File: src/hdl/tac_pkg.sv
package tac_pkg;

  localparam int SUM_W     = 18;
  localparam int CNT_W     = 8;
  localparam int OHM_W     = 20;
  localparam int BETA_W    = 14;
  localparam int NC_W      = 7;
  localparam int CFG_W     = 20;
  localparam int IDX_W     = 3;
  localparam int TEMP_W    = 16;

  localparam int MA_W      = 40;
  localparam int MB_W      = 32;
  localparam int DIG_W     = 8;
  localparam int PROD_W    = 72;
  localparam int MUL_STEPS = 4;

  localparam int XN_W      = 40;
  localparam int K_W       = 6;
  localparam int FRAC_W    = 16;
  localparam int IT_W      = 4;
  localparam int L2_W      = 22;
  localparam int LR_W      = 24;
  localparam int DEN_W     = 41;
  localparam int DQ_W      = 54;
  localparam int DR_W      = 42;
  localparam int STEP_W    = 6;

  localparam logic [IDX_W-1:0] CFG_SAMPLE_COUNT    = 3'd0;
  localparam logic [IDX_W-1:0] CFG_SERIES_OHMS     = 3'd1;
  localparam logic [IDX_W-1:0] CFG_NOMINAL_OHMS    = 3'd2;
  localparam logic [IDX_W-1:0] CFG_BETA_VALUE      = 3'd3;
  localparam logic [IDX_W-1:0] CFG_NOMINAL_CELSIUS = 3'd4;

  localparam logic [MB_W-1:0]          LN2_Q32         = 32'd2977044472;
  localparam logic [22:0]              SCALE_Q16_CENTI = 23'd6553600;
  localparam logic [TEMP_W-1:0]        ZERO_K_CENTI    = 16'd27315;
  localparam logic [TEMP_W-1:0]        HOT_LIMIT_K     = 16'd57315;
  localparam logic signed [TEMP_W-1:0] TEMP_MIN        = -16'sd27315;
  localparam logic signed [TEMP_W-1:0] TEMP_MAX        = 16'sd30000;

  typedef enum logic [3:0] {
    S_IDLE,
    S_AVG_DIV,
    S_CHECK,
    S_MUL_RA,
    S_LOG_NORM,
    S_LOG_SQ,
    S_LOG_BIT,
    S_LN_MUL,
    S_LN_ACC,
    S_DEN_MUL,
    S_BS_MUL,
    S_NUM_MUL,
    S_TC_DIV,
    S_RESULT
  } state_t;

endpackage

File: src/hdl/thermistor_average_to_celsius.sv
// Samples transfer one per cycle while no conversion runs. A sample that completes the
// configured count starts a conversion; an out-of-range average ends it early, and each
// logarithm first normalizes its argument with up to 39 shifts. An output stall holds it.
// The work is done by one shared 40x8 digit multiplier (16 squarings per logarithm,
// three logarithms) and a radix-2 divider.
// Reset is synchronous and active low; it restores the register defaults and clears the
// sample sum, the sample counter and the result channel.
module thermistor_average_to_celsius #(
  parameter int ADC_BITS = 10
) (
  input  logic                             clk,
  input  logic                             rst_n,
  input  logic                             cfg_we,
  input  logic [tac_pkg::IDX_W-1:0]        cfg_index,
  input  logic [tac_pkg::CFG_W-1:0]        cfg_wdata,
  input  logic                             in_valid,
  output logic                             in_ready,
  input  logic [ADC_BITS-1:0]              in_adc_sample,
  output logic                             out_valid,
  input  logic                             out_ready,
  output logic signed [tac_pkg::TEMP_W-1:0] out_temp_centi,
  output logic                             out_of_range
);
  import tac_pkg::*;

  localparam logic [SUM_W-1:0] FULL = SUM_W'((1 << ADC_BITS) - 1);

  state_t state_r, state_nxt;

  logic [CNT_W-1:0]  sample_count_r;
  logic [OHM_W-1:0]  series_r;
  logic [OHM_W-1:0]  nominal_r;
  logic [BETA_W-1:0] beta_r;
  logic [NC_W-1:0]   nc_r;
  logic [SUM_W-1:0]  sum_r;
  logic [CNT_W-1:0]  counter_r;

  logic [MA_W-1:0]   a_r;
  logic [MB_W-1:0]   b_r;
  logic [PROD_W-1:0] prod_r;
  logic [DQ_W-1:0]   q_r;
  logic [DR_W-1:0]   rem_r;
  logic [DR_W-1:0]   dv_r;
  logic [STEP_W-1:0] step_r;
  logic [SUM_W-1:0]  avg_r;
  logic [XN_W-1:0]   xn_r;
  logic [K_W-1:0]    k_r;
  logic [FRAC_W-1:0] frac_r;
  logic [IT_W-1:0]   it_r;
  logic [1:0]        sel_r;
  logic signed [LR_W-1:0]  lr_r;
  logic signed [DEN_W-1:0] den_r;
  logic signed [TEMP_W-1:0] res_temp_r;
  logic              res_oor_r;
  logic              out_valid_r;
  logic signed [TEMP_W-1:0] out_temp_r;
  logic              out_oor_r;

  logic              accept;
  logic [SUM_W:0]    sum_add;
  logic [SUM_W-1:0]  sum_sat;
  logic [CNT_W-1:0]  cnt_inc;
  logic [CNT_W-1:0]  target;
  logic              emit;
  logic [MA_W+DIG_W-1:0] mul_pp;
  logic [PROD_W-1:0] prod_step;
  logic              mul_last;
  logic [DR_W:0]     div_sh;
  logic              div_ge;
  logic [DR_W:0]     div_diff;
  logic [DR_W-1:0]   div_rem;
  logic [DQ_W-1:0]   q_step;
  logic [31:0]       m2;
  logic              sq_bit;
  logic [30:0]       m_new;
  logic [FRAC_W-1:0] frac_new;
  logic [L2_W-1:0]   ln_val;
  logic signed [LR_W-1:0] ln_ext;
  logic signed [LR_W-1:0] lr_acc;
  logic [LR_W-1:0]   lr_mag;
  logic [TEMP_W-1:0] t0c;
  logic [OHM_W-1:0]  ser_eff;
  logic [OHM_W-1:0]  nom_eff;
  logic [BETA_W-1:0] beta_eff;
  logic [SUM_W-1:0]  avg_div;
  logic              avg_oor;
  logic              can_load;
  logic signed [TEMP_W-1:0] tc_temp;

  assign accept   = in_valid && in_ready;
  assign sum_add  = {1'b0, sum_r} + (SUM_W+1)'(in_adc_sample);
  assign sum_sat  = sum_add[SUM_W] ? '1 : sum_add[SUM_W-1:0];
  assign cnt_inc  = counter_r + 1'b1;
  assign target   = (sample_count_r == '0) ? CNT_W'(1) : sample_count_r;
  assign emit     = (cnt_inc != '0) && (cnt_inc >= target);

  assign mul_pp    = a_r * b_r[DIG_W-1:0];
  assign prod_step = {mul_pp, 24'b0} + (prod_r >> DIG_W);
  assign mul_last  = (step_r == STEP_W'(MUL_STEPS - 1));

  assign div_sh   = {rem_r, q_r[DQ_W-1]};
  assign div_ge   = (div_sh >= {1'b0, dv_r});
  assign div_diff = div_sh - {1'b0, dv_r};
  assign div_rem  = div_ge ? div_diff[DR_W-1:0] : div_sh[DR_W-1:0];
  assign q_step   = {q_r[DQ_W-2:0], div_ge};

  assign m2       = prod_r[61:30];
  assign sq_bit   = m2[31];
  assign m_new    = sq_bit ? m2[31:1] : m2[30:0];
  assign frac_new = {frac_r[FRAC_W-2:0], sq_bit};

  assign ln_val = prod_r[53:32] + L2_W'(prod_r[31]);
  assign ln_ext = {2'b00, ln_val};
  assign lr_acc = (sel_r == 2'd0) ? ln_ext : lr_r - ln_ext;
  assign lr_mag = lr_acc[LR_W-1] ? LR_W'(-lr_acc) : LR_W'(lr_acc);

  assign t0c      = TEMP_W'(nc_r) * 16'd100 + ZERO_K_CENTI;
  assign ser_eff  = (series_r == '0) ? OHM_W'(1) : series_r;
  assign nom_eff  = (nominal_r == '0) ? OHM_W'(1) : nominal_r;
  assign beta_eff = (beta_r == '0) ? BETA_W'(1) : beta_r;

  assign avg_div  = q_r[SUM_W-1:0];
  assign avg_oor  = (avg_div == '0) || (avg_div >= FULL);
  assign can_load = !out_valid_r || out_ready;
  assign tc_temp  = (q_step > DQ_W'(HOT_LIMIT_K)) ? TEMP_MAX
                                                   : $signed(q_step[TEMP_W-1:0] - ZERO_K_CENTI);

  always_comb begin
    state_nxt = state_r;
    case (state_r)
      S_IDLE:     if (accept && emit) state_nxt = S_AVG_DIV;
      S_AVG_DIV:  if (step_r == STEP_W'(SUM_W - 1)) state_nxt = S_CHECK;
      S_CHECK:    state_nxt = avg_oor ? S_RESULT : S_MUL_RA;
      S_MUL_RA:   if (mul_last) state_nxt = S_LOG_NORM;
      S_LOG_NORM: if (xn_r[XN_W-1]) state_nxt = S_LOG_SQ;
      S_LOG_SQ:   if (mul_last) state_nxt = S_LOG_BIT;
      S_LOG_BIT:  state_nxt = (it_r == '1) ? S_LN_MUL : S_LOG_SQ;
      S_LN_MUL:   if (mul_last) state_nxt = S_LN_ACC;
      S_LN_ACC:   state_nxt = (sel_r == 2'd2) ? S_DEN_MUL : S_LOG_NORM;
      S_DEN_MUL:  if (mul_last) state_nxt = S_BS_MUL;
      S_BS_MUL:   if (mul_last) state_nxt = S_NUM_MUL;
      S_NUM_MUL: begin
        if (mul_last) state_nxt = (den_r[DEN_W-1] || den_r == '0) ? S_RESULT : S_TC_DIV;
      end
      S_TC_DIV:   if (step_r == STEP_W'(DQ_W - 1)) state_nxt = S_RESULT;
      S_RESULT:   if (can_load) state_nxt = S_IDLE;
      default:    state_nxt = S_IDLE;
    endcase
  end

  always_comb begin
    in_ready       = (state_r == S_IDLE);
    out_valid      = out_valid_r;
    out_temp_centi = out_temp_r;
    out_of_range   = out_oor_r;
  end

  always_ff @(posedge clk) begin
    if (!rst_n) begin
      state_r        <= S_IDLE;
      sample_count_r <= 8'd50;
      series_r       <= 20'd100000;
      nominal_r      <= 20'd100000;
      beta_r         <= 14'd3760;
      nc_r           <= 7'd25;
      sum_r          <= '0;
      counter_r      <= '0;
      out_valid_r    <= 1'b0;
    end else begin
      state_r <= state_nxt;
      if (cfg_we) begin
        case (cfg_index)
          CFG_SAMPLE_COUNT:    sample_count_r <= cfg_wdata[CNT_W-1:0];
          CFG_SERIES_OHMS:     series_r       <= cfg_wdata[OHM_W-1:0];
          CFG_NOMINAL_OHMS:    nominal_r      <= cfg_wdata[OHM_W-1:0];
          CFG_BETA_VALUE:      beta_r         <= cfg_wdata[BETA_W-1:0];
          CFG_NOMINAL_CELSIUS: nc_r           <= cfg_wdata[NC_W-1:0];
          default: ;
        endcase
      end
      if (accept) begin
        if (emit) begin
          sum_r     <= '0;
          counter_r <= '0;
        end else begin
          sum_r     <= sum_sat;
          counter_r <= cnt_inc;
        end
      end
      if (state_r == S_RESULT && can_load) begin
        out_valid_r <= 1'b1;
      end else if (out_ready) begin
        out_valid_r <= 1'b0;
      end
    end
  end

  always_ff @(posedge clk) begin
    case (state_r)
      S_IDLE: begin
        if (accept && emit) begin
          q_r    <= {sum_sat, (DQ_W-SUM_W)'(0)};
          rem_r  <= '0;
          dv_r   <= DR_W'(cnt_inc);
          step_r <= '0;
        end
      end
      S_AVG_DIV, S_TC_DIV: begin
        q_r    <= q_step;
        rem_r  <= div_rem;
        step_r <= step_r + 1'b1;
        if (state_r == S_TC_DIV) begin
          res_temp_r <= tc_temp;
          res_oor_r  <= 1'b0;
        end
      end
      S_CHECK: begin
        avg_r      <= avg_div;
        res_temp_r <= TEMP_MIN;
        res_oor_r  <= 1'b1;
        a_r        <= MA_W'(ser_eff);
        b_r        <= MB_W'(avg_div[15:0]);
        prod_r     <= '0;
        step_r     <= '0;
        sel_r      <= 2'd0;
      end
      S_MUL_RA, S_LOG_SQ, S_LN_MUL, S_DEN_MUL, S_BS_MUL, S_NUM_MUL: begin
        prod_r <= prod_step;
        b_r    <= b_r >> DIG_W;
        step_r <= step_r + 1'b1;
        if (mul_last) begin
          case (state_r)
            S_MUL_RA: begin
              xn_r <= XN_W'(prod_step[35:0]);
              k_r  <= K_W'(XN_W - 1);
            end
            S_DEN_MUL: begin
              den_r  <= lr_r[LR_W-1] ? -$signed(DEN_W'(prod_step[39:0]))
                                     : $signed(DEN_W'(prod_step[39:0]));
              a_r    <= MA_W'(beta_eff);
              b_r    <= MB_W'(SCALE_Q16_CENTI);
              prod_r <= '0;
              step_r <= '0;
            end
            S_BS_MUL: begin
              den_r  <= den_r + $signed(DEN_W'(prod_step[36:0]));
              a_r    <= MA_W'(prod_step[36:0]);
              b_r    <= MB_W'(t0c);
              prod_r <= '0;
              step_r <= '0;
            end
            S_NUM_MUL: begin
              res_temp_r <= TEMP_MAX;
              res_oor_r  <= 1'b0;
              q_r        <= {prod_step[DQ_W-2:0], 1'b0} + DQ_W'(den_r);
              rem_r      <= '0;
              dv_r       <= {den_r, 1'b0};
              step_r     <= '0;
            end
            default: ;
          endcase
        end
      end
      S_LOG_NORM: begin
        if (xn_r[XN_W-1]) begin
          a_r    <= MA_W'(xn_r[XN_W-1:XN_W-31]);
          b_r    <= MB_W'(xn_r[XN_W-1:XN_W-31]);
          prod_r <= '0;
          step_r <= '0;
          frac_r <= '0;
          it_r   <= '0;
        end else begin
          xn_r <= xn_r << 1;
          k_r  <= k_r - 1'b1;
        end
      end
      S_LOG_BIT: begin
        frac_r <= frac_new;
        it_r   <= it_r + 1'b1;
        prod_r <= '0;
        step_r <= '0;
        if (it_r == '1) begin
          a_r <= MA_W'({k_r, frac_new});
          b_r <= LN2_Q32;
        end else begin
          a_r <= MA_W'(m_new);
          b_r <= MB_W'(m_new);
        end
      end
      S_LN_ACC: begin
        lr_r  <= lr_acc;
        sel_r <= sel_r + 1'b1;
        k_r   <= K_W'(XN_W - 1);
        if (sel_r == 2'd0) begin
          xn_r <= XN_W'(FULL - avg_r);
        end else begin
          xn_r <= XN_W'(nom_eff);
        end
        a_r    <= MA_W'(lr_mag);
        b_r    <= MB_W'(t0c);
        prod_r <= '0;
        step_r <= '0;
      end
      S_RESULT: begin
        if (can_load) begin
          out_temp_r <= res_temp_r;
          out_oor_r  <= res_oor_r;
        end
      end
      default: ;
    endcase
  end

  // The mantissa being squared is always normalized to [1.0, 2.0).
  a_norm_mantissa: assert property (@(posedge clk) disable iff (!rst_n)
    state_r == S_LOG_SQ |-> a_r[30] && a_r[MA_W-1:31] == '0)
    else $error("log mantissa not normalized");

  a_counter_bound: assert property (@(posedge clk) disable iff (!rst_n)
    counter_r != '1)
    else $error("sample counter reached its wrap value");

  a_result_range: assert property (@(posedge clk) disable iff (!rst_n)
    out_valid_r |-> out_temp_r >= TEMP_MIN && out_temp_r <= TEMP_MAX)
    else $error("temperature outside saturation limits");

  a_oor_value: assert property (@(posedge clk) disable iff (!rst_n)
    out_valid_r && out_oor_r |-> out_temp_r == TEMP_MIN)
    else $error("out-of-range result with wrong temperature");

  a_result_wait: assert property (@(posedge clk) disable iff (!rst_n)
    state_r == S_RESULT && out_valid_r && !out_ready |=> state_r == S_RESULT)
    else $error("finished result dropped while output stalled");

endmodule

File: config.mk
export PLATFORM = sky130hd
export DESIGN_NAME = thermistor_average_to_celsius
export DESIGN_NICKNAME = d
export VERILOG_FILES = /design/src/hdl/tac_pkg.sv /design/src/hdl/thermistor_average_to_celsius.sv
export SDC_FILE = /design/constraint.sdc
export NUM_CORES = 2
export LEC_CHECK = 0
export BUFFER_PORTS_ARGS = -buffer_cell sky130_fd_sc_hd__buf_2
export CAP_MARGIN = 25
export CORE_ASPECT_RATIO = 0.7
export CORE_MARGIN = 10
export CORE_UTILIZATION = 48
export CTS_BUF_LIST = sky130_fd_sc_hd__clkbuf_4
export CTS_CLUSTER_DIAMETER = 100
export DETAILED_ROUTE_END_ITERATION = 10
export GPL_ROUTABILITY_DRIVEN = 0
export SLEW_MARGIN = 10
export SYNTH_ARGS = -nofsm -noshare
export SYNTH_HDL_FRONTEND = slang
export SYNTH_SLANG_ARGS = --single-unit
File: constraint.sdc
create_clock -name clk -period 24.6 [get_ports clk]
set_input_delay 1.23 -clock clk [delete_from_list [all_inputs] [get_ports clk]]
set_output_delay 1.23 -clock clk [all_outputs]
set_load 0.01 [all_outputs]
# After elaboration in Yosys (flattened, before gate mapping)
# Cells that the tools add are included.
totals:
  wordCells: 228
  output_inout_bits: 19
  reg_bits: 572
op_classes:
  order_cmp: 4
  n_mul: 2
  muxes: 85
  n_eq_ne: 39
  reduce_logical: 52
  addsub: 17
op_table:
  columns: ["cell", "n"]
  rows:
  - ["$mux W42", 7]
  - ["$mux W40", 6]
  - ["$mux W72", 3]
  - ["$pmux W72 S3", 1]
  - ["$pmux W40 S5", 1]
  - ["$mux W54", 3]
  - ["$pmux W54 S3", 1]
  - ["$pmux W32 S5", 1]
  - ["$pmux W42 S3", 1]
  - ["$pmux W40 S3", 1]
  - ["$pmux W42 S2", 1]
  - ["$pmux W41 S2", 1]
  - ["$pmux W40 S2", 1]
  - ["$add A72 B64 Y72", 1]
  - ["$mux W24", 3]
  - ["$mux W16", 4]
  - ["$mux W32", 2]
  - ["$mux W31", 2]
  - ["$mux W4", 14]
  - ["$pmux W4 S14", 1]
  - ["$add A54 B54 Y54", 1]
  - ["$gt A54 B16 Y1 const B", 1]
  - ["$mul A40 B8 Y48", 1]
  - ["$pmux W16 S3", 1]
  - ["other kinds (71)", 140]

# Longest topological paths before layout
depth:
  depth_word: 7
  depth_mapped: 38
  depth_no_buf: 37

# Least setup slack after synthesis
# OpenSTA, ideal clock, no wires.
synth_timing:
  kind: "flip-flop to flip-flop"
  start: "register b_r[7]"
  end: "register q_r[52] (data pin)"
  required_time_ns: 24.335
  path_slack_ns: 16.378
  path_stages_with_launch: 38
  arrival_time_ns: 7.957
  cell_sequence: "edfxtp_1 -> clkbuf_1 -> clkbuf_1 -> nand2_1 -> fa_1 -> fa_1 -> inv_1 -> fa_1 -> inv_1 -> fa_1 -> inv_1 -> ha_1 -> o211ai_1 -> o211ai_1 -> nand2_1 -> nor2_1 -> nor2_1 -> xnor2_1 -> [... 2 more ...] -> and3_1 -> o211a_1 -> or2_2 -> a21oi_1 -> o21ai_0 -> a21o_1 -> a21o_1 -> xor2_1 -> ha_1 -> clkbuf_1 -> nand2_1 -> o41ai_1 -> a21o_1 -> a21oi_1 -> o221a_2 -> o21ai_1 -> a2111oi_0 -> or3_1"
synth_via:
  elab_chain_len: 6
synth_lines:
  columns: ["item", "line", "text"]
  rows:
  - ["start, declared", "thermistor_average_to_celsius.sv:39", "logic [MB_W-1:0] b_r;"]
  - ["start signal, assigned", "thermistor_average_to_celsius.sv:222", "b_r <= MB_W'(avg_div[15:0]);"]
  - ["start signal, assigned", "thermistor_average_to_celsius.sv:229", "b_r <= b_r >> DIG_W;"]
  - ["start signal, assigned", "thermistor_average_to_celsius.sv:241", "b_r <= MB_W'(SCALE_Q16_CENTI);"]
  - ["$mul A40 B8 Y48", "thermistor_average_to_celsius.sv:97", "assign mul_pp = a_r * b_r[DIG_W-1:0];"]
  - ["$add A72 B64 Y72", "thermistor_average_to_celsius.sv:98", "assign prod_step = {mul_pp, 24'b0} + (prod_r >> DIG_W);"]
  - ["$add A54 B54 Y54", "thermistor_average_to_celsius.sv:255", "q_r <= {prod_step[DQ_W-2:0], 1'b0} + DQ_W'(den_r);"]
  - ["$mux W54", "thermistor_average_to_celsius.sv:232", "case (state_r)"]
  - ["$mux W54", "thermistor_average_to_celsius.sv:231", "if (mul_last) begin"]
  - ["$pmux W54 S3", "thermistor_average_to_celsius.sv:199", "case (state_r)"]
  - ["end signal, assigned", "thermistor_average_to_celsius.sv:202", "q_r <= {sum_sat, (DQ_W-SUM_W)'(0)};"]
  - ["end signal, assigned", "thermistor_average_to_celsius.sv:209", "q_r <= q_step;"]
  - ["end signal, assigned", "thermistor_average_to_celsius.sv:255", null]
  - ["end, declared", "thermistor_average_to_celsius.sv:41", "logic [DQ_W-1:0] q_r;"]
# Every way passes these cells. The select of a mux whose other input is x is not followed.
# A chain may end at the register's enable or synchronous reset.

# Final worst setup path
layout_timing:
  start: "register b_r[3]"
  end: "register q_r[52] (data pin)"
# Same word-level chain as after synthesis.

==> results.txt <==
Max Cap Violations: 0
Clock Path Buffers: 3
FF-to-FF Start: b_r[3]$_DFFE_PP_
HPWL after detailed placement: 121 mm
DR iter-0 viols: 5380
Net Count, Synth: 5814
Clk sink count: 561
Period minus WS final: 9.06 ns
Area share of the largest cell type after synthesis: 29.1%
CTS clk-pin slew, worst paths: 0.07 ns
Worst-path maximum fanout: 37
Final number of hold-violating endpoints: 0
Status: complete, no violations
H-tree levels: 4
Async SR Flop Fraction: 0%
Critical Path Sink: q_r[52]$_DFFE_PP_
Die Y: 284 um
Post-Synthesis Cells: 5236
Worst setup EP type: register
Gates resized, CTS repair: 0
Vias post-DR: 41200
Starting density of the core: 48.5%
Nets: 5872
Slew Viols, Final: 0
Family with the most delay on the worst path: adder cells
Vias in the first global route: 38000
Die X: 397 um
Die area: 0.112 mm2
Lkg Pwr: 0.0216 uW
Overflow after GRT: 0
Area Growth Syn to Fin: 7.85%
Sequential element share of the synthesized area: 33.3%
Critical path's slowest cell: fa_1
Setup_tns: 0 ns
Worst Setup SP: b_r[3]$_DFFE_PP_
Setup Fix Bufs, Post-CTS: 0
Worst EP required: 25.41 ns
Pwr/cell area: 41.7 mW/mm2
Port bufs: 56
Worst rel slew slack: 23.7%
Critical path type: reg2reg
Antenna Nets Post-Route: 0
Syn Std Cell Area: 0.0476 mm2
CORE AREA: 0.0983 mm2
Top Ports: 57
CTS Buf Count: 153
Cts hold-fix bufs: 0
Row cnt: 96
R2R Setup Slk: 15.54 ns
Fraction of layout cells with a size suffix above 1: 8.31%
Pin count of the biggest net entering global routing: 105
Total GRT Usage: 27.6%
Post-synth EDFFs: 461
Drt drc: 0
#FFs+latches synth: 561
Syn avg cell area: 9.10 um2
Clk root buf: clkbuf_4
Reg2Reg Depth: 34
First-pass GRT wire length: 240 mm
Peak VDD IR: 0.0474 mV
Fmax: 110 MHz
1st-pass router iterations: 6
Setup violators final: 0
Cell variety after synth: 95
Max incr delay on CP: 0.53 ns
Top FF cell, synth: edfxtp_1
Reg-to-Reg End: q_r[52]$_DFFE_PP_
CP startpoint kind: register
Top post-synthesis cells by area: edfxtp_1 (29%), fa_1 (9.2%), ha_1 (8.5%)
DR vias/cell: 6.12
Crit path depth: 34
Worst Path Arrival: 9.87 ns
CTS tree: done
RSZ-0062 raised after global routing: false
Slew @ Worst Pin: 1.14 ns
Routed WL per cell: 23.7 um
Clk_lat worst skew: 1.15 ns
Hold slack: 0.373 ns
Worst hold path type: in2reg
Synthesis warning total: 0
Initial antenna violation count: 16
Dominant cell type by area after synthesis: edfxtp_1
Buf/Inv on CP: 5
Drt total wl: 160 mm
Post-route clock skew: 0.115 ns
Fin crit share: 36.8%
## layer usage
metal,vias to the layer above,global-route usage (%),routed length (um)
li1,18900,-,-
met4,14,7.54,3760
met1,20000,42.9,74900
met3,243,9.02,20800
met2,2082,35.3,60300
met5,-,0,92
## tightest hold or removal path, delay by kind of cell
family	cells	cell delay, ns
buffers and inverters	1	0.10
AND/OR/NAND/NOR	2	0.11
## registers in the layout, summed over array words and instances, names as in the netlist, 32 cells and up
name / count
b_r: 32
q_r: 54
den_r: 41
rem_r: 42
prod_r: 64
a_r: 37
dv_r: 42
xn_r: 40
## area by class of cell
cell class                 instances  area, um2
fill                            9384      46900
inverter                         379       1420
sequential                       561      15800
antenna                            7       17.5
clock inverter                    52        302
timing repair buffer             135        902
multi-input combinational       4064      29600
tap                             1323       1660
clock buffer                     215       1610
## power breakdown
part,switching [uW],internal [uW],leakage (uW)
sequential,14.5,1030,0.00493
clock,449,427,0.00114
combinational,139,80.8,0.0156
total,602,1540,0.0216
## Yosys cell counts, types with 12 or more instances
cell and count:
a21o_1 135, o21ai_0 291, edfxtp_1 461, mux2i_1 75, a21boi_0 63, inv_1 377
nor2b_1 52, nand3_1 108, o31ai_1 33, nand3b_1 12, buf_1 19, o211ai_1 33
ha_1 322, a211oi_1 49, nor3b_1 14, nor2_1 361, or3_1 30, o21bai_1 34
nand2_1 576, xor2_1 128, a211o_1 13, o221ai_1 18, a22o_1 16, nor3_1 85
xnor2_1 198, a21oi_1 365, a31oi_1 42, clkbuf_1 207, nor4_1 43, a221o_1 25
o21a_1 40, nand2b_1 50, fa_1 218, and3_1 60, or2_2 19, a22oi_1 31
and2_1 275, nand4_1 46, dfxtp_1 100, a221oi_1 28
## cells by family after synthesis
group                      synth area share (%)
and+or+nand+nor                            18.3
AOI/OAI and AO/OA                          18.4
buffers and inverters                      4.84
DFF                                        33.3
adders and majority gates                  17.6
xor gates and xnor gates                   5.99
muxes                                      1.65
other                                   0.00787
## how the worst min path moves through the flow
stage,to,cells after the start,startpoint
final,nominal_r[15]$_SDFFE_PN1P_,3,cfg_wdata[15]
after floorplan,out_of_range$_DFFE_PP_,0,res_oor_r$_DFFE_PP_
after global routing,nominal_r[15]$_SDFFE_PN1P_,3,cfg_wdata[15]
after CTS,nominal_r[15]$_SDFFE_PN1P_,3,cfg_wdata[15]
after global placement,out_temp_centi[12]$_DFFE_PP_,0,res_temp_r[12]$_DFFE_PP_
after detailed placement,out_temp_centi[8]$_DFFE_PP_,0,res_temp_r[8]$_DFFE_PP_
## cell usage in the layout (no fill, tap or decap), types with 128 or more instances in the layout
cell      synthesis  routed
nor2_1          361     356
and2_1          275     274
a21o_1          135     135
xor2_1          128     128
nand2_1         576     575
a21oi_1         365     363
o21ai_0         291     289
inv_1           377     377
fa_1            218     218
ha_1            322     321
clkbuf_4          0     215
xnor2_1         198     198
edfxtp_1        461     461
## metrics by stage
stage	instance area (um2)	cells	total power [uW]	setup WS (ns)	util, %
final	51400	6736	2150	15.54	52.3
after global routing	51400	6733	2230	14.95	52.3
after CTS	51300	6726	2150	15.62	52.2
after detailed placement	49400	6459	1280	15.66	50.3
after global placement	49400	6457	1280	15.85	50.3
after floorplan	47600	5236	1210	16.38	-
(Power assumes the default switching activity.)
